## src/design/brld_pkg.sv

```systemverilog
// shared types and constants for the byterun1 line decoder
// no dependencies
`default_nettype none

package brld_pkg;

    localparam int unsigned CODE_W    = 8;
    localparam int unsigned LEN_W     = 16;
    localparam int unsigned CNT_W     = 8;
    localparam int unsigned CFG_IDX_W = 1;

    localparam logic [LEN_W-1:0] LINE_LENGTH_RST = 16'd320;
    localparam logic [LEN_W-1:0] LINE_COUNT_RST  = 16'd200;
    localparam logic [LEN_W-1:0] LINE_LENGTH_MIN = 16'd4;

    localparam logic [CODE_W-1:0] HDR_NOP  = 8'h80;
    localparam logic [CODE_W:0]   FILL_BASE = 9'h101;

    localparam logic [CFG_IDX_W-1:0] REG_LINE_LENGTH = 1'b0;
    localparam logic [CFG_IDX_W-1:0] REG_LINE_COUNT  = 1'b1;

    typedef enum logic [1:0] {
        PH_HEADER  = 2'd0,
        PH_LITERAL = 2'd1,
        PH_FILL    = 2'd2
    } t_phase;

    typedef enum logic [1:0] {
        ST_IDLE  = 2'd0,
        ST_FILL  = 2'd1,
        ST_TRUNC = 2'd2
    } t_state;

    typedef struct packed {
        logic accept;
        logic hdr;
        logic lit_step;
        logic load_fill;
        logic fill_step;
        logic emit_trunc;
        logic last;
    } t_cmd;

    typedef struct packed {
        logic   out_free;
        logic   finished;
        t_phase phase;
        logic   lit_fin;
        logic   fill_fin;
        logic   fill_done;
        logic   eod;
    } t_status;

endpackage

`default_nettype wire

```

## src/design/brld_dp.sv

```systemverilog
// datapath: line geometry, run state, segment split and output register
// depends on brld_pkg
`default_nettype none

module brld_dp (
    input  wire logic                                i_clk,
    input  wire logic                                i_rst_n,
    input  wire logic                                i_cfg_we,
    input  wire logic [brld_pkg::CFG_IDX_W-1:0]      i_cfg_index,
    input  wire logic [brld_pkg::LEN_W-1:0]          i_cfg_data,
    input  wire logic [brld_pkg::CODE_W-1:0]         i_code,
    input  wire logic                                i_eod,
    input  wire brld_pkg::t_cmd                      i_cmd,
    output brld_pkg::t_status                        o_status,
    input  wire logic                                i_m_ready,
    output logic                                     o_m_valid,
    output logic [brld_pkg::CODE_W-1:0]              o_pixel,
    output logic [brld_pkg::CNT_W-1:0]               o_repeat,
    output logic                                     o_line_end,
    output logic                                     o_image_end,
    output logic                                     o_truncated,
    output logic                                     o_last
);

    logic [brld_pkg::LEN_W-1:0]  r_line_length, n_line_length;
    logic [brld_pkg::LEN_W-1:0]  r_line_count, n_line_count;
    brld_pkg::t_phase            r_phase, n_phase;
    logic [brld_pkg::CNT_W-1:0]  r_literal_left, n_literal_left;
    logic [brld_pkg::CNT_W-1:0]  r_fill_length, n_fill_length;
    logic [brld_pkg::LEN_W-1:0]  r_column, n_column;
    logic [brld_pkg::LEN_W-1:0]  r_line_index, n_line_index;
    logic                        r_finished, n_finished;
    logic [brld_pkg::CODE_W-1:0] r_fill_val, n_fill_val;
    logic [brld_pkg::CNT_W-1:0]  r_rem, n_rem;
    logic                        r_eod, n_eod;

    logic                        r_out_valid, n_out_valid;
    logic [brld_pkg::CODE_W-1:0] r_out_pixel, n_out_pixel;
    logic [brld_pkg::CNT_W-1:0]  r_out_repeat, n_out_repeat;
    logic                        r_out_le, n_out_le;
    logic                        r_out_ie, n_out_ie;
    logic                        r_out_tr, n_out_tr;
    logic                        r_out_last, n_out_last;

    logic [brld_pkg::LEN_W-1:0]  len;
    logic [brld_pkg::LEN_W-1:0]  lc;
    logic [brld_pkg::LEN_W-1:0]  room;
    logic [brld_pkg::CNT_W-1:0]  take;
    logic [brld_pkg::LEN_W-1:0]  li_next;
    logic                        img_hit;
    logic                        le_lit;
    logic                        le_fill;
    logic                        seg_le;
    logic [brld_pkg::CNT_W-1:0]  seg_cnt;
    logic                        out_free;

    // line geometry and segment split
    always_comb begin
        len     = (r_line_length < brld_pkg::LINE_LENGTH_MIN) ?
                  brld_pkg::LINE_LENGTH_MIN : r_line_length;
        lc      = (r_line_count == '0) ? brld_pkg::LEN_W'(1) : r_line_count;
        room    = (r_column < len) ? (len - r_column) : brld_pkg::LEN_W'(1);
        take    = ({{(brld_pkg::LEN_W-brld_pkg::CNT_W){1'b0}}, r_rem} < room) ?
                  r_rem : room[brld_pkg::CNT_W-1:0];
        li_next = r_line_index + brld_pkg::LEN_W'(1);
        img_hit = (li_next >= lc) || (li_next == '0);
        le_lit  = (room == brld_pkg::LEN_W'(1));
        le_fill = ({{(brld_pkg::LEN_W-brld_pkg::CNT_W){1'b0}}, take} >= room);
        seg_le  = i_cmd.lit_step ? le_lit : le_fill;
        seg_cnt = i_cmd.lit_step ? brld_pkg::CNT_W'(1) : take;
        out_free = !r_out_valid || i_m_ready;
    end

    always_comb begin
        o_status.out_free  = out_free;
        o_status.finished  = r_finished;
        o_status.phase     = r_phase;
        o_status.lit_fin   = le_lit && img_hit;
        o_status.fill_fin  = le_fill && img_hit;
        o_status.fill_done = (take == r_rem) || (le_fill && img_hit);
        o_status.eod       = r_eod;
    end

    always_comb begin
        n_line_length  = r_line_length;
        n_line_count   = r_line_count;
        n_phase        = r_phase;
        n_literal_left = r_literal_left;
        n_fill_length  = r_fill_length;
        n_column       = r_column;
        n_line_index   = r_line_index;
        n_finished     = r_finished;
        n_fill_val     = r_fill_val;
        n_rem          = r_rem;
        n_eod          = r_eod;
        n_out_valid    = r_out_valid;
        n_out_pixel    = r_out_pixel;
        n_out_repeat   = r_out_repeat;
        n_out_le       = r_out_le;
        n_out_ie       = r_out_ie;
        n_out_tr       = r_out_tr;
        n_out_last     = r_out_last;

        if (i_cfg_we) begin
            unique case (i_cfg_index)
                brld_pkg::REG_LINE_LENGTH: n_line_length = i_cfg_data;
                brld_pkg::REG_LINE_COUNT:  n_line_count  = i_cfg_data;
                default: ;
            endcase
        end

        if (i_m_ready) begin
            n_out_valid = 1'b0;
        end

        if (i_cmd.accept) begin
            n_eod = i_eod;
        end

        // header byte
        if (i_cmd.hdr) begin
            if (i_code < brld_pkg::HDR_NOP) begin
                n_literal_left = i_code + brld_pkg::CNT_W'(1);
                n_phase        = brld_pkg::PH_LITERAL;
            end else if (i_code > brld_pkg::HDR_NOP) begin
                n_fill_length  = brld_pkg::CNT_W'(brld_pkg::FILL_BASE - {1'b0, i_code});
                n_phase        = brld_pkg::PH_FILL;
            end else begin
                n_phase        = brld_pkg::PH_HEADER;
            end
        end

        if (i_cmd.load_fill) begin
            n_rem         = r_fill_length;
            n_fill_val    = i_code;
            n_fill_length = '0;
            n_phase       = brld_pkg::PH_HEADER;
        end

        if (i_cmd.lit_step) begin
            n_literal_left = r_literal_left - brld_pkg::CNT_W'(1);
            if (n_literal_left == '0) begin
                n_phase = brld_pkg::PH_HEADER;
            end
        end

        if (i_cmd.fill_step) begin
            n_rem = r_rem - take;
        end

        // one segment into the output register
        if (i_cmd.lit_step || i_cmd.fill_step) begin
            if (seg_le) begin
                n_column     = '0;
                n_line_index = li_next;
                if (img_hit) begin
                    n_finished = 1'b1;
                end
            end else begin
                n_column = r_column + {{(brld_pkg::LEN_W-brld_pkg::CNT_W){1'b0}}, seg_cnt};
            end
            n_out_valid  = 1'b1;
            n_out_pixel  = i_cmd.lit_step ? i_code : r_fill_val;
            n_out_repeat = seg_cnt;
            n_out_le     = seg_le;
            n_out_ie     = seg_le && img_hit;
            n_out_tr     = 1'b0;
            n_out_last   = i_cmd.last;
        end

        if (i_cmd.emit_trunc) begin
            n_finished   = 1'b1;
            n_out_valid  = 1'b1;
            n_out_pixel  = '0;
            n_out_repeat = '0;
            n_out_le     = 1'b0;
            n_out_ie     = 1'b0;
            n_out_tr     = 1'b1;
            n_out_last   = 1'b1;
        end
    end

    always_ff @(posedge i_clk) begin
        if (!i_rst_n) begin
            r_line_length  <= brld_pkg::LINE_LENGTH_RST;
            r_line_count   <= brld_pkg::LINE_COUNT_RST;
            r_phase        <= brld_pkg::PH_HEADER;
            r_literal_left <= '0;
            r_fill_length  <= '0;
            r_column       <= '0;
            r_line_index   <= '0;
            r_finished     <= 1'b0;
            r_rem          <= '0;
            r_eod          <= 1'b0;
            r_out_valid    <= 1'b0;
        end else begin
            r_line_length  <= n_line_length;
            r_line_count   <= n_line_count;
            r_phase        <= n_phase;
            r_literal_left <= n_literal_left;
            r_fill_length  <= n_fill_length;
            r_column       <= n_column;
            r_line_index   <= n_line_index;
            r_finished     <= n_finished;
            r_rem          <= n_rem;
            r_eod          <= n_eod;
            r_out_valid    <= n_out_valid;
        end
    end

    always_ff @(posedge i_clk) begin
        r_fill_val   <= n_fill_val;
        r_out_pixel  <= n_out_pixel;
        r_out_repeat <= n_out_repeat;
        r_out_le     <= n_out_le;
        r_out_ie     <= n_out_ie;
        r_out_tr     <= n_out_tr;
        r_out_last   <= n_out_last;
    end

    assign o_m_valid   = r_out_valid;
    assign o_pixel     = r_out_pixel;
    assign o_repeat    = r_out_repeat;
    assign o_line_end  = r_out_le;
    assign o_image_end = r_out_ie;
    assign o_truncated = r_out_tr;
    assign o_last      = r_out_last;

    a_trunc_is_last: assert property (@(posedge i_clk) disable iff (!i_rst_n)
        r_out_valid && r_out_tr |-> r_out_last && !r_out_le && r_out_repeat == '0)
        else $error("truncated word not last or not empty");

    a_image_end_ends_line: assert property (@(posedge i_clk) disable iff (!i_rst_n)
        r_out_valid && r_out_ie |-> r_out_le && r_out_last)
        else $error("image end without line end or last");

    a_segment_nonzero: assert property (@(posedge i_clk) disable iff (!i_rst_n)
        r_out_valid && !r_out_tr |-> r_out_repeat != '0)
        else $error("segment with zero repeat");

    a_finished_sticks: assert property (@(posedge i_clk) disable iff (!i_rst_n)
        r_finished |=> r_finished)
        else $error("finished flag dropped");

endmodule

`default_nettype wire

```

## src/design/brld_ctrl.sv

```systemverilog
// controller: sequences header, literal, fill split and truncation words
// depends on brld_pkg
`default_nettype none

module brld_ctrl (
    input  wire logic               i_clk,
    input  wire logic               i_rst_n,
    input  wire logic               i_s_valid,
    input  wire logic               i_s_eod,
    output logic                    o_s_ready,
    input  wire brld_pkg::t_status  i_status,
    output brld_pkg::t_cmd          o_cmd
);

    brld_pkg::t_state r_state, n_state;
    logic             acc;

    assign acc = i_s_valid && i_status.out_free && (r_state == brld_pkg::ST_IDLE);

    // next state
    always_comb begin
        n_state = r_state;
        unique case (r_state)
            brld_pkg::ST_IDLE: begin
                if (acc && !i_status.finished) begin
                    unique case (i_status.phase)
                        brld_pkg::PH_LITERAL: begin
                            if (i_s_eod && !i_status.lit_fin) begin
                                n_state = brld_pkg::ST_TRUNC;
                            end
                        end
                        brld_pkg::PH_FILL: n_state = brld_pkg::ST_FILL;
                        default: ;
                    endcase
                end
            end
            brld_pkg::ST_FILL: begin
                if (i_status.out_free && i_status.fill_done) begin
                    n_state = (i_status.eod && !i_status.fill_fin) ?
                              brld_pkg::ST_TRUNC : brld_pkg::ST_IDLE;
                end
            end
            brld_pkg::ST_TRUNC: begin
                if (i_status.out_free) begin
                    n_state = brld_pkg::ST_IDLE;
                end
            end
            default: n_state = brld_pkg::ST_IDLE;
        endcase
    end

    // commands
    always_comb begin
        o_cmd     = '0;
        o_s_ready = 1'b0;
        unique case (r_state)
            brld_pkg::ST_IDLE: begin
                o_s_ready    = i_status.out_free;
                o_cmd.accept = acc;
                if (acc && !i_status.finished) begin
                    unique case (i_status.phase)
                        brld_pkg::PH_LITERAL: begin
                            o_cmd.lit_step = 1'b1;
                            o_cmd.last     = !(i_s_eod && !i_status.lit_fin);
                        end
                        brld_pkg::PH_FILL: begin
                            o_cmd.load_fill = 1'b1;
                        end
                        default: begin
                            o_cmd.hdr        = 1'b1;
                            o_cmd.emit_trunc = i_s_eod;
                            o_cmd.last       = i_s_eod;
                        end
                    endcase
                end
            end
            brld_pkg::ST_FILL: begin
                if (i_status.out_free) begin
                    o_cmd.fill_step = 1'b1;
                    o_cmd.last      = i_status.fill_done &&
                                      !(i_status.eod && !i_status.fill_fin);
                end
            end
            brld_pkg::ST_TRUNC: begin
                if (i_status.out_free) begin
                    o_cmd.emit_trunc = 1'b1;
                    o_cmd.last       = 1'b1;
                end
            end
            default: ;
        endcase
    end

    always_ff @(posedge i_clk) begin
        if (!i_rst_n) begin
            r_state <= brld_pkg::ST_IDLE;
        end else begin
            r_state <= n_state;
        end
    end

    a_busy_not_ready: assert property (@(posedge i_clk) disable iff (!i_rst_n)
        r_state != brld_pkg::ST_IDLE |-> !o_s_ready)
        else $error("input ready while busy");

    a_one_emit: assert property (@(posedge i_clk) disable iff (!i_rst_n)
        $countones({o_cmd.lit_step, o_cmd.fill_step, o_cmd.emit_trunc}) <= 1)
        else $error("two words loaded in one cycle");

    a_fill_after_load: assert property (@(posedge i_clk) disable iff (!i_rst_n)
        o_cmd.load_fill |=> r_state == brld_pkg::ST_FILL)
        else $error("fill byte did not start split");

endmodule

`default_nettype wire

```

## src/design/byterun1_line_decoder.sv

```systemverilog
// top level of the byterun1 (packbits) line decoder
// depends on brld_pkg, brld_ctrl, brld_dp
//
// channel   dir  tdata                        tuser                     tlast
// s_axis    in   [7:0] code_byte              -                         end_of_data
// m_axis    out  [7:0] pixel_value,           [0] line_end,             last_segment
//                [15:8] repeat_res            [1] image_end, [2] truncated
// cfg       in   index 0 line_length, index 1 line_count, 16-bit data
//
// header and literal bytes are accepted straight from the idle state while the output register is free
// a fill byte is loaded first, then put out as one word per line-split segment while input is held off
// end of data on a header byte loads the truncated word into the output register in the same cycle
// end of data on a literal or fill byte before image completion adds a truncated word after the last segment
// one controller drives a single output register, a stall on m_axis holds everything
// synchronous active-low reset, no clearing pass
`default_nettype none

module byterun1_line_decoder (
    input  wire logic                              i_clk,
    input  wire logic                              i_rst_n,
    input  wire logic                              i_s_axis_tvalid,
    output logic                                   o_s_axis_tready,
    input  wire logic [7:0]                        i_s_axis_tdata,   // code_byte
    input  wire logic                              i_s_axis_tlast,   // end_of_data
    output logic                                   o_m_axis_tvalid,
    input  wire logic                              i_m_axis_tready,
    output logic [15:0]                            o_m_axis_tdata,   // pixel_value, repeat_res
    output logic [2:0]                             o_m_axis_tuser,   // line_end, image_end, truncated
    output logic                                   o_m_axis_tlast,   // last_segment
    input  wire logic                              i_cfg_we,
    input  wire logic [brld_pkg::CFG_IDX_W-1:0]    i_cfg_index,
    input  wire logic [brld_pkg::LEN_W-1:0]        i_cfg_data
);

    brld_pkg::t_cmd    cmd;
    brld_pkg::t_status status;

    logic [brld_pkg::CODE_W-1:0] pixel;
    logic [brld_pkg::CNT_W-1:0]  repeat_cnt;
    logic                        line_end;
    logic                        image_end;
    logic                        truncated;

    brld_ctrl u_ctrl (
        .i_clk     (i_clk),
        .i_rst_n   (i_rst_n),
        .i_s_valid (i_s_axis_tvalid),
        .i_s_eod   (i_s_axis_tlast),
        .o_s_ready (o_s_axis_tready),
        .i_status  (status),
        .o_cmd     (cmd)
    );

    brld_dp u_dp (
        .i_clk       (i_clk),
        .i_rst_n     (i_rst_n),
        .i_cfg_we    (i_cfg_we),
        .i_cfg_index (i_cfg_index),
        .i_cfg_data  (i_cfg_data),
        .i_code      (i_s_axis_tdata),
        .i_eod       (i_s_axis_tlast),
        .i_cmd       (cmd),
        .o_status    (status),
        .i_m_ready   (i_m_axis_tready),
        .o_m_valid   (o_m_axis_tvalid),
        .o_pixel     (pixel),
        .o_repeat    (repeat_cnt),
        .o_line_end  (line_end),
        .o_image_end (image_end),
        .o_truncated (truncated),
        .o_last      (o_m_axis_tlast)
    );

    assign o_m_axis_tdata = {repeat_cnt, pixel};
    assign o_m_axis_tuser = {truncated, image_end, line_end};

endmodule

`default_nettype wire

```

## config.mk

```make
export PLATFORM = sky130hd
export DESIGN_NAME = byterun1_line_decoder
export DESIGN_NICKNAME = d
export VERILOG_FILES = /design/src/design/brld_pkg.sv /design/src/design/brld_dp.sv /design/src/design/brld_ctrl.sv /design/src/design/byterun1_line_decoder.sv
export SDC_FILE = /design/constraint.sdc
export NUM_CORES = 1
export LEC_CHECK = 0
export ABC_AREA = 1
export BUFFER_PORTS_ARGS = -buffer_cell sky130_fd_sc_hd__buf_2
export CAP_MARGIN = 20
export CORE_ASPECT_RATIO = 1.2
export CORE_MARGIN = 5
export CORE_UTILIZATION = 45
export CTS_CLUSTER_SIZE = 28
export DETAILED_ROUTE_END_ITERATION = 8
export GPL_TIMING_DRIVEN = 0
export HOLD_SLACK_MARGIN = 0.12
export PLACE_DENSITY_LB_ADDON = 0.25
export SKIP_LAST_GASP = 1
export SLEW_MARGIN = 20
export SYNTH_ARGS = -nofsm -noshare
export SYNTH_HDL_FRONTEND = slang
export SYNTH_HIERARCHICAL = 1
export SYNTH_SLANG_ARGS = --single-unit
```

## constraint.sdc

```tcl
create_clock -name i_clk -period 7.4 [get_ports i_clk]
set_input_delay 0 -clock i_clk [delete_from_list [all_inputs] [get_ports i_clk]]
set_output_delay 0 -clock i_clk [all_outputs]
set_load 0.01 [all_outputs]
```

---- Yosys cells after proc, flatten, opt, wreduce, memory -nomap -nowiden ----
Index checks and enable logic that the tools add are counted.
word-level totals
  register bits after elaboration ......... 123
  input port bits ......................... 31
  output and inout port bits .............. 22
cells by class
  $add $sub $neg .......................... 7
  order comparisons ....................... 7
  equality and inequality tests ........... 11
  mux-type cells .......................... 48
  bitwise operators ....................... 3
  reduce and logical (&&, ||, !) cells .... 40
operators with widths
  cell                     count
  $mux W16                 4
  $mux W8                  8
  $logic_not A16 Y1        2
  $mux W2                  13
  $add A16 B1 Y16 const B  1
  $add A16 B8 Y16          1
  $eq A16 B1 Y1 const B    1
  $ge A16 B16 Y1           1
  $ge A8 B16 Y1            1
  $lt A16 B16 Y1           1
  $lt A16 B3 Y1 const B    1
  $lt A8 B16 Y1            1
  $mux W1                  16
  $sub A16 B16 Y16         1
  $reduce_bool A2 Y1       6
  $logic_and A1 B1 Y1      10
  $add A8 B1 Y8 const B    1
  $eq A8 B8 Y1             1
  $gt A8 B8 Y1 const B     1
  $logic_not A8 Y1         1
  $lt A8 B8 Y1 const B     1
  $reduce_and A2 Y1        4
  $sub A1 B8 Y8 const A    1
  $sub A8 B1 Y8 const B    1
  20 further kinds         37

---- Logic depth before layout (Yosys ltp) ----
Gate-level depths: netlist of the first run.
  word-level depth ........................ 14
  depth in mapped cells ................... 47

---- Hierarchy ----
Netlist of the first run, hierarchy kept.
modules (own cells, without submodules)
  module                 times used  cells an instance  area each (um2)  sequential area each (um2)
  brld_dp                1           1093               7741.2           2502.4
  brld_ctrl              1           59                 337.8            40.0
  byterun1_line_decoder  1           3                  22.5             0.0

---- Worst setup path before layout of the first run ----
OpenSTA, ideal clock, no wires.
  path kind ............................... reg2reg
  from .................................... register u_dp/r_line_length[4] (netlist bit)
  to ...................................... register u_dp/r_column[15] (netlist bit)
  setup time .............................. 113 ps
  arrival ................................. 5476 ps
  setup slack ............................. 1811 ps
  cell stages (with the launch flop) ...... 43
  buffers on the path ..................... 2
  cells stage by stage .................... dfxtp_1 or4_1 nor4_1 inv_1 nand2_1 ha_1 inv_1 fa_1 nand3_1 nand3_2 nand2_1 nand2_1 nand2_1 nand2_1 nand2_2 inv_2 buf_6 nand3_1 [7 not listed] o21a_1 nor2_1 ha_1 nand3_1 nand2_1 a21oi_1 o21ai_0 nand2_1 nand2_1 a21oi_1 inv_1 a21oi_1 nor3_1 nand4_1 nor2_1 nand2_1 nand2_1 nor2_1
on the way
  cells in the longest elaborated chain, start to end .. 9
  elaborated cells between the ends (all ways) .. 13
RTL lines
  element                                                    RTL line        source
  start: declaration                                         brld_dp.sv:25   logic [brld_pkg::LEN_W-1:0] r_line_length, n_line_length;
  start signal: assignment                                   brld_dp.sv:185  r_line_length <= brld_pkg::LINE_LENGTH_RST;
  start signal: assignment                                   brld_dp.sv:197  r_line_length <= n_line_length;
  $lt A16 B3 Y1                                              brld_dp.sv:59   len = (r_line_length < brld_pkg::LINE_LENGTH_MIN) ?
  $mux W16 *                                                 brld_dp.sv:59
  $sub A16 B16 Y16 / $lt A16 B16 Y1 (equally long branches)  brld_dp.sv:62   room = (r_column < len) ? (len - r_column) : brld_pkg::LEN_W'(1);
  $mux W16 *                                                 brld_dp.sv:62
  $lt A8 B16 Y1                                              brld_dp.sv:63   take = ({{(brld_pkg::LEN_W-brld_pkg::CNT_W){1'b0}}, r_rem} < room) ?
  $mux W8 *                                                  brld_dp.sv:63
  $mux W8 *                                                  brld_dp.sv:70   seg_cnt = i_cmd.lit_step ? brld_pkg::CNT_W'(1) : take;
  net u_dp.seg_cnt (one bit)                                 brld_dp.sv:54   logic [brld_pkg::CNT_W-1:0] seg_cnt;
  $add A16 B8 Y16 *                                          brld_dp.sv:160  n_column = r_column + {{(brld_pkg::LEN_W-brld_pkg::CNT_W){1'b0}}, seg_cnt};
  $mux W16 *                                                 brld_dp.sv:153  if (seg_le) begin
  end signal: assignment                                     brld_dp.sv:202  r_column <= n_column;
  end: declaration                                           brld_dp.sv:30   logic [brld_pkg::LEN_W-1:0] r_column, n_column;
Mark *: on every way through the listed nets, which the timed path passes. The rest lies on a longest branch.
A chain may end at the register's enable or synchronous reset.

==> reports/metrics.cfg, run 1 <==
[critical_path]
cp-start-kind=register
end_kind=register
crit_slowest_cell=dlygate4sd3_1
r2r_end=u_ctrl/r_state[1]
cpPeakStageDelay_ns=0.54
r2r_start=u_dp/r_line_length[12]
required_ns=7.70
crit_path_max_fanout=10
r2r_slack_ns=0.66
crit_path_start=u_dp/r_line_length[12]
endpoint=u_ctrl/r_state[1]
arrival_ns=7.04
r2r_cells=39
cpMostUsedCell=nand2_1
crit_type=register to register

[floorplan]
die_y_um=157
initial_core_util_pct=45.9
die_x_um=132
pin_count=53
rows=53
die_area_mm2=0.0208
core-area_mm2=0.0176

[timing]
finClkSkew_ns=0.00884
slew_headroom_pct=46.3
period_needed_ns=6.74
setup_viol=0
hold_violations=0
slew_viol_final=0
fmax_mhz=148
rsz0062_at_grt=no
period_share_pct=91.1
setup_tns_ns=0
worst_pin_slew_ns=0.803

[clock_network]
clk_latency_ns=0.42
numCtsBuffers=17
htree_levels=4
post_cts_buffers=0
cts_sinks=123
cts.path.max_buffers=2
path_clk_slew_ns=0.06
cts_tree=built
cts_root_buf=clkbuf_16

[global_route]
grt_use_met1_pct=27.2
grt_max_degree=17
grtUsageMet3_pct=3.55
grt_pass1_wl_um=36200
grt_use_met2_pct=36.5
grt_overflow=0
antenna_found_initial=1
grt.total_usage_pct=21.3
busiest_layer=met2
grt_pass1_vias=7433

[pwr]
power_frac_clock_pct=27.7
total_power_mw=3.20
power.density_mw_per_mm2=330
power.internal_mw=1.91
p_comb_share_pct=45.0
vdd_ir_drop_max_uv=193
netSwitchingFraction_pct=40.4
p_leak_nw=4.62
switchingPower_mw=1.29
seqPwrFrac_pct=27.3

[synth]
syn-num-nets=1261
synth_area_leaders=dfxtp_1, ha_1, nand2_1
yosysTopAreaCellShare_pct=28.4
async_flop_share_pct=0
ys_warn_count=6
synth_top_cell_by_area=dfxtp_1
ys_seq_elements=123
ys_seq_area_share_pct=31.4
synthFlopType=dfxtp_1
synth_area_mm2=0.00810
synth_cell_types=56
synth-edff-count=8
avgSynthCellArea_um2=7.01
synthCells=1155

[routing]
vias=7834
drcViolationCount=0
wirelength_um=21800
drt_iter0_drc=485
dr.pass1.iters=7
wl_per_cell_um=14.5
antenna_left=0
drt-vias-per-instance=5.22

[layout]
stdcell_count=1502
area_delta_synth_final_pct=19.7
fillers=1700
drive_above_1_share_pct=9.99
mostFrequentLayoutCells=nand2_1, inv_1, dfxtp_1
fin_nets=1374
post-route-util_pct=55.0
final_common_cell=nand2_1

[placement]
dp_hpwl_um=16400
dpl.cell_count=1427
port-buffer-count=52
gp_congestion=0.874

[job]
max_cap_viol_count=0

[run_status]
status=finished clean

[min_path]
hold_path.class=primary input to register

[cell type report]
type / instances / area, um^2 / area share, %
multi-input combinational: 821 / 4730 / 48.8
sequential: 123 / 2540 / 26.2
timing repair buffer: 94 / 681 / 7.02
inverter: 163 / 612 / 6.31
clock buffer: 25 / 495 / 5.11
tap: 220 / 275 / 2.84
buffer: 48 / 224 / 2.31
clock inverter: 7 / 135 / 1.39
antenna: 1 / 2.50 / 0.0258
[sequential cells by signal, indices dropped and copies added, names as in the netlist]
register	cells
u_dp/r_fill_length	8
u_dp/o_image_end	1
u_dp/r_line_index	16
u_dp/r_literal_left	8
u_dp/o_line_end	1
u_dp/r_line_count	16
u_ctrl/r_state	2
u_dp/r_line_length	16
u_dp/r_eod	1
u_dp/r_fill_val	8
u_dp/r_column	16
u_dp/r_rem	8
u_dp/o_repeat	8
u_dp/r_finished	1
u_dp/o_m_valid	1
u_dp/o_truncated	1
u_dp/o_last	1
u_dp/o_pixel	8
u_dp/r_phase	2
[worst max-delay path: cells and delay by family, from the launching register on]
| family | cells | cell delay [ns] |
|---|---|---|
| simple gates | 21 | 2.51 |
| compound gates | 7 | 1.46 |
| fa+ha+maj | 4 | 1.11 |
| flops | 1 | 0.33 |
| buf+inv | 7 | 1.20 |
[cells in the mapped netlist, types with 3 or more instances]
library cell,n
nand2_1,227
inv_1,156
dfxtp_1,115
nor2_1,107
a21oi_1,100
o21ai_0,84
ha_1,72
nand3_1,62
clkbuf_1,34
xor2_1,27
nand4_1,14
nor3_1,12
xnor2_1,12
nor4_1,10
o21a_1,10
o211ai_1,9
edfxtp_1,8
or2_2,8
a211oi_1,7
buf_4,7
nand2_2,6
inv_2,5
nor2_4,5
nand3_2,4
nand3b_1,4
o21ai_1,4
o31ai_1,4
buf_1,3
fa_1,3
nor2_2,3
[power groups by stage]
| stage | combinational, mW | clock, mW | sequential (mW) |
|---|---|---|---|
| floorplan | 1.04 | 0 | 0.879 |
| detailed placement | 1.40 | 0 | 0.887 |
| global placement | 1.38 | 0 | 0.885 |
| CTS | 1.43 | 0.900 | 0.874 |
| finish | 1.44 | 0.888 | 0.874 |
| global route | 1.63 | 0.935 | 0.890 |
[per-layer routing]
layer	share of wire (%)	vias up
li1	-	4028
met1	46	3601
met2	48	158
met3	3.4	47
met4	2.5	0
met5	0	-
[worst min path at each step]
stage	cells after the start	to	slack [ns]	startpoint
6_report	7	u_ctrl/r_state[0]	0.16	i_s_axis_tvalid
5_1_grt	7	u_ctrl/r_state[0]	0.22	i_s_axis_tvalid
4_1_cts	7	u_ctrl/r_state[0]	0.15	i_s_axis_tvalid
3_5_place_dp	1	u_dp/r_fill_val[5]	0.22	i_s_axis_tdata[5]
3_3_place_gp	1	u_dp/r_fill_val[5]	0.22	i_s_axis_tdata[5]
2_1_floorplan	0	u_dp/r_fill_val[0]	0.1	i_s_axis_tdata[0]
[metrics by stage]
stage	worst slack, ns	area [um^2]	hold slack [ns]
after floorplan	1.81	8100	0.0989
after global placement	0.883	8640	0.216
after detailed placement	0.833	8640	0.218
after CTS	0.496	9690	0.152
after global routing	0.0201	9700	0.221
final	0.658	9700	0.159
[what timing repair did]
| item | in CTS | in global routing |
|---|---|---|
| hold buffers | 42 | 0 |
| endpoints found under the hold margin | 61 | 0 |
| endpoints found under the setup margin | 0 | 1 |
| resized for setup | 0 | 1 |
[cell families (layout without fill, tap and decap cells)]
logic type | after synthesis | in the layout | share of synthesized area, %
adder cells (fa/ha/maj) | 75 | 75 | 11.9
AND/OR/NAND/NOR | 472 | 472 | 25.8
XOR/XNOR | 39 | 39 | 4.22
AO/OA/AOI/OAI | 233 | 233 | 16.2
flip-flops | 123 | 123 | 31.4
multiplexers | 2 | 2 | 0.247
buffers and inverters | 211 | 337 | 10.3
other | 0 | 1 | 0
Power figures use the tool's default switching activity.
==> run 2, diff against run 1 <==
--- a/config.mk
+++ b/config.mk
@@ -5,7 +5,6 @@
 export SDC_FILE = /design/constraint.sdc
 export NUM_CORES = 1
 export LEC_CHECK = 0
-export ABC_AREA = 1
 export BUFFER_PORTS_ARGS = -buffer_cell sky130_fd_sc_hd__buf_2
 export CAP_MARGIN = 20
 export CORE_ASPECT_RATIO = 1.2
==> constraint.sdc (replaced) <==
create_clock -name i_clk -period 5.7 [get_ports i_clk]
set_input_delay 0 -clock i_clk [delete_from_list [all_inputs] [get_ports i_clk]]
set_output_delay 0 -clock i_clk [all_outputs]
set_load 0.01 [all_outputs]
==> run 2 against run 1 <==
Sequential cell count unchanged; die area increased by 6.2%; non-clock buffer count increased by 88; clock skew increased by 0.0015 ns; sequential share of layout area decreased by 4.0 points; register-to-register slack got worse by 1.2 ns; the flow now finishes with violations (negative setup slack); worst setup slack got worse by 1.2 ns.
==> reports/metrics.cfg, run 2 <==
[critical_path]
end_kind=register
path_buf_inv=3  ; -4
crit_path_max_fanout=5  ; -5
crit_type=register to register
cpMostUsedCell=a21o_1
cpPeakStageDelay_ns=0.37  ; -0.17 ns
cpLargestDelayFamily=compound AO/OA/AOI/OAI gates
arrival_ns=6.49  ; -0.55 ns
crit_slowest_cell=fa_2
r2r_slack_ns=-0.49  ; -1.15 ns
required_ns=6.00  ; -1.70 ns
cp-start-kind=register

[layout]
stdcell_count=1531  ; +1.9%
area_delta_synth_final_pct=33.2
fin_nets=1368  ; -0.44%
drive_above_1_share_pct=24.3  ; +14 points
final_common_cell=nand2_1
fin_area_mm2=0.0115  ; +19%
n_antenna_cell=0  ; -1
mostFrequentLayoutCells=nand2_1, dfxtp_1, nor2_1

[synth]
synth_cell_types=83  ; +48%
ys_seq_elements=123  ; unchanged
synth_area_leaders=dfxtp_1, ha_1, a21oi_1
synth_common_cells=nand2_1, dfxtp_1, a21oi_1
synth_area_mm2=0.00864  ; +6.6%
yosysMostFrequentCell=nand2_1
yosysTopAreaCellShare_pct=26.6  ; -1.8 points
avgSynthCellArea_um2=7.96  ; +14%
syn-num-nets=1191  ; -5.6%
synth_top_cell_by_area=dfxtp_1
ys_warn_count=6  ; unchanged
async_flop_share_pct=0  ; unchanged
synthCells=1085  ; -6.1%
synth-edff-count=8  ; unchanged
synthFlopType=dfxtp_1
ys_seq_area_share_pct=29.4  ; -2.0 points

[global_route]
grt.total_usage_pct=24.1  ; +2.8 points
grt_max_degree=17  ; unchanged
grt_pass1_vias=8658  ; +16%
grt_overflow=0  ; unchanged
grt_pass1_wl_um=43000  ; +19%
antenna_found_initial=0  ; -1

[routing]
drt_iter0_drc=475  ; -2.1%
antenna_left=0  ; unchanged
wirelength_um=28000  ; +28%
dr.pass1.iters=5  ; -2
wl_per_cell_um=18.3  ; +26%
drcViolationCount=0  ; unchanged
vias=8917  ; +14%
drt-vias-per-instance=5.82  ; +12%

[timing]
fin_ws_ns=-0.493  ; -1.15 ns
period_needed_ns=6.19  ; -0.549 ns
slew_viol_final=0  ; unchanged
rsz0062_at_grt=yes
fmax_mhz=161  ; +8.9%
setup_viol=41  ; +41
hold_violations=0  ; unchanged
setup_tns_ns=-15.15  ; -15.15 ns
period_share_pct=109  ; +18 points
slew_headroom_pct=42.2  ; -4.0 points
finClkSkew_ns=0.0104  ; +0.00154 ns
whs_ns=0.306  ; +0.146 ns
worst_pin_slew_ns=0.863  ; +0.0604 ns

[clock_network]
cts.path.max_buffers=2  ; unchanged
path_clk_slew_ns=0.06  ; about the same
cts_sinks=123  ; unchanged
numCtsBuffers=17  ; unchanged
cts_tree=built
cts_root_buf=clkbuf_16
htree_levels=4  ; unchanged
clk_latency_ns=0.42  ; about the same

[pwr]
power.density_mw_per_mm2=327  ; -0.88%
p_leak_nw=4.57  ; -1.2%
vdd_ir_drop_max_uv=285  ; +48%

[floorplan]
die_area_mm2=0.0221  ; +6.2%
die_y_um=162  ; +3.1%
rows=55  ; +3.8%
core-area_mm2=0.0189  ; +6.9%
pin_count=53  ; unchanged
initial_core_util_pct=45.8  ; -0.11 points
die_x_um=136  ; +3.0%

[job]
max_cap_viol_count=0  ; unchanged

[placement]
dp_hpwl_um=18300  ; +12%
port-buffer-count=52  ; unchanged
dp_slack_ns=-1.20  ; -2.04 ns
dpl.cell_count=1393  ; -2.4%
gp_congestion=0.914  ; +4.5%
dpl-instance-area_mm2=0.00923  ; +6.9%

[run_status]
violations=negative setup slack
status=complete, but fails checks

[min_path]
hold_path.class=primary input to register

-- run 2: changes by cell type after synthesis, moves of 21 or more --
cell,delta
inv_1,-104
nand2_1,-104
o21ai_0,-55
nand3_1,-41
a21o_1,+23
mux2i_1,+21
-- run 2: through the flow --
step | power, mW | util, %
2_1_floorplan | 1.86 | -
3_3_place_gp | 2.16 | 49.0
3_5_place_dp | 2.17 | 49.0
4_1_cts | 3.54 | 58.3
5_1_grt | 3.96 | 61.0
6_report | 3.77 | 61.0
-- run 2: area by class of cell --
| cell class | count | area (um^2) |
|---|---|---|
| clock buffer | 18 | 429 |
| buffer | 71 | 360 |
| fill | 1596 | 7350 |
| timing repair buffer | 159 | 1210 |
| tap | 256 | 320 |
| sequential | 123 | 2560 |
| multi-input combinational | 836 | 6280 |
| clock inverter | 14 | 145 |
| inverter | 54 | 203 |
-- run 2: cell families after synthesis --
| logic type | synth area share (%) |
|---|---|
| and+or+nand+nor | 22.9 |
| AOI/OAI and AO/OA | 21.8 |
| buffers and inverters | 6.05 |
| DFF | 29.4 |
| adders and majority gates | 11.1 |
| xor gates and xnor gates | 5.58 |
| muxes | 3.10 |
-- run 2: worst register-to-register path: cells and delay by family, from the launching register on --
kind                     cells  cell delay (ns)
AO/OA/AOI/OAI               15             2.65
adder cells (fa/ha/maj)      4             1.05
buffers and inverters        3             0.32
flip-flops                   1             0.33
AND/OR/NAND/NOR             12             1.71
-- run 2: final timing paths --
path	startpoint	cells past startpoint	endpoint
max	u_dp/r_line_length[9]	34	u_dp/o_last
min	i_s_axis_tdata[4]	2	u_dp/r_fill_val[4]
max reg2reg	u_dp/r_line_length[9]	34	u_dp/o_last
min reg2reg	u_dp/o_line_end	2	u_dp/o_line_end
-- run 2: power by group --
part	internal, mW	switching [mW]	total (mW)
logic	0.756	0.902	1.66
clock network	0.645	0.430	1.07
registers	0.957	0.0779	1.04
-- run 2: layer usage --
metal  vias up  GRT usage [%]  wire length (um)
met3        88           4.83              1530
li1       4256              -                 -
met2       372           41.7             13900
met5         -              0                 0
met4         0           10.4              1110
met1      4201           28.6             11400
-- run 2: timing repair --
item	4_1_cts	5_1_grt
pin swaps	43	69
hold buffers	34	0
hold endpoints to repair	59	0
gates resized for setup	90	83
endpoints found under the setup margin	44	42
setup buffers	52	20
gates cloned	1	1
==> run 3, diff against run 2 <==
--- a/config.mk
+++ b/config.mk
@@ -9,7 +9,7 @@
 export CAP_MARGIN = 20
 export CORE_ASPECT_RATIO = 1.2
 export CORE_MARGIN = 5
-export CORE_UTILIZATION = 45
+export CORE_UTILIZATION = 30
 export CTS_CLUSTER_SIZE = 28
 export DETAILED_ROUTE_END_ITERATION = 8
 export GPL_TIMING_DRIVEN = 0
==> run 3 against run 2 <==
The flow still finishes with violations (negative setup slack); global-route usage down 7.3 points; sequential cell count unchanged; non-clock buffer count down 26; sequential share of layout area up 0.44 points; final cell count up 6.7%; worst setup slack better by 0.24 ns; final area down 2.3%; critical path depth unchanged; first-iteration DRC count down 8.2%; critical path type unchanged; largest cell class unchanged; largest power group unchanged.
==> reports/metrics.cfg, run 3 (same netlist as run 2, synthesis figures left out) <==
[timing]
fin_ws_ns=-0.253  ; +0.240 ns
hold_violations=0  ; unchanged
slew_viol_final=0  ; unchanged
setup_viol=37  ; -9.8%
period_share_pct=104  ; -4.2 points
period_needed_ns=5.95  ; -0.240 ns
worst_pin_slew_ns=0.878  ; +0.0152 ns
rsz0062_at_grt=yes
fmax_mhz=168  ; +4.0%
whs_ns=0.295  ; -0.0110 ns
slew_headroom_pct=41.2  ; -1.0 points
finClkSkew_ns=0.0113  ; +0.000898 ns

[clock_network]
cts_root_buf=clkbuf_16
cts_tree=built
path_clk_slew_ns=0.07  ; about the same
cts_sinks=123  ; unchanged
numCtsBuffers=17  ; unchanged
htree_levels=4  ; unchanged
clk_latency_ns=0.43  ; about the same
cts.path.max_buffers=2  ; unchanged

[critical_path]
r2r_start=u_dp/r_line_length[11]
crit_path_start=u_dp/r_line_length[11]
path_buf_inv=4  ; +1
cp-start-kind=register
crit_slowest_cell=or4_1
crit_path_max_fanout=7  ; +2
required_ns=6.05  ; +0.05 ns
arrival_ns=6.31  ; -0.18 ns
end_kind=register
cpPeakStageDelay_ns=0.41  ; +0.04 ns
crit_type=register to register
cpLargestDelayFamily=compound AO/OA/AOI/OAI gates

[layout]
fillers=2955  ; +85%
drive_above_1_share_pct=19.9  ; -4.5 points
mostFrequentLayoutCells=nand2_1, dfxtp_1, a21oi_1
n_antenna_cell=0  ; unchanged
final_common_cell=nand2_1
post-route-util_pct=39.4  ; -22 points
seqCellArea_mm2=0.00255  ; -0.34%
multi_input_area_mm2=0.00600  ; -4.4%
area_delta_synth_final_pct=30.2
fin_nets=1342  ; -1.9%

[global_route]
grt_overflow=0  ; unchanged
grt_pass1_vias=8313  ; -4.0%
grtUsageMet3_pct=3.38  ; -1.4 points
antenna_found_initial=0  ; unchanged
grt_pass1_wl_um=43300  ; +0.71%
busiest_layer=met2
grt.total_usage_pct=16.7  ; -7.3 points
grt_use_met1_pct=21.8  ; -6.9 points
grt_max_degree=17  ; unchanged
grt_use_met2_pct=27.6  ; -14 points

[pwr]
vdd_ir_drop_max_uv=209  ; -27%
p_leak_nw=4.45  ; -2.6%
total_power_mw=3.69  ; -2.1%
power.density_mw_per_mm2=328  ; +0.16%

[floorplan]
core-area_mm2=0.0286  ; +52%
die_area_mm2=0.0323  ; +46%
pin_count=53  ; unchanged
die_x_um=165  ; +21%
initial_core_util_pct=30.2  ; -16 points
die_y_um=196  ; +21%
rows=68  ; +24%

[routing]
vias=8346  ; -6.4%
wirelength_um=26900  ; -3.7%
antenna_left=0  ; unchanged
drt_iter0_drc=436  ; -8.2%
drcViolationCount=0  ; unchanged
dr.pass1.iters=4  ; -1
drt-vias-per-instance=5.11  ; -12%
wl_per_cell_um=16.5  ; -9.8%

[placement]
dp_hpwl_um=19800  ; +7.9%
port-buffer-count=52  ; unchanged
gp_congestion=0.867  ; -5.2%

[job]
max_cap_viol_count=0  ; unchanged

[run_status]
violations=negative setup slack
status=complete, but fails checks

[min_path]
hold_path.class=primary input to register
hp-start=i_s_axis_tdata[3]

==> run 3: cell count changes in the layout (fill, tap and decap cells not counted), moves of 4 or more <==
cell	delta
buf_4	-19
buf_6	-10
ha_4	-8
a21oi_1	+7
dfxtp_1	+7
dfxtp_2	-7
ha_1	+7
a21oi_2	-4
o21ai_1	-4
o31ai_1	+4
==> run 3: cell type report <==
class	instances	share of cell area, %
flip-flops and latches	123	22.7
clock buffers	19	3.94
inverters	54	1.80
clock inverters	13	1.89
multi-input cells	836	53.4
well taps	385	4.28
repair buffers	132	8.76
plain buffers	72	3.29
==> run 3: path summary, 6_finish.rpt <==
path | endpoint | slack [ns] | depth (start not counted)
setup / recovery | u_dp/r_line_index[14] | -0.25 | 34
hold / removal | u_dp/r_fill_val[3] | 0.29 | 2
setup reg to reg | u_dp/r_line_index[14] | -0.25 | 34
hold reg to reg | u_dp/o_truncated | 0.47 | 1
==> run 3: what timing repair did <==
item	CTS	global route
cloned	1	1
endpoints found under the setup margin	44	42
pin swaps	35	31
hold buffers	35	0
hold endpoints to repair	59	0
buffers inserted	39	4
resized for setup	73	41
==> run 3: power by group <==
| group | switching, mW | internal (mW) |
|---|---|---|
| combinational | 0.800 | 0.628 |
| clock | 0.436 | 0.793 |
| sequential | 0.0736 | 0.957 |
==> run 3: layer usage <==
layer | up-vias | routed length [um]
li1 | 4197 | -
met1 | 3936 | 12500
met2 | 170 | 12700
met3 | 43 | 1020
met4 | 0 | 720
met5 | - | 0
==> run 3: through the flow <==
step / cell area [um^2] / setup WS [ns] / std cells / TNS (ns)
floorplan: 8650 / 0.00518 / 1085 / 0
global placement: 9390 / -1.42 / 1522 / -50.11
detailed placement: 9390 / -1.37 / 1522 / -48.77
CTS: 11000 / -0.198 / 1629 / -4.11
global route: 11200 / -0.556 / 1634 / -18.37
finish: 11200 / -0.253 / 1634 / -6.11
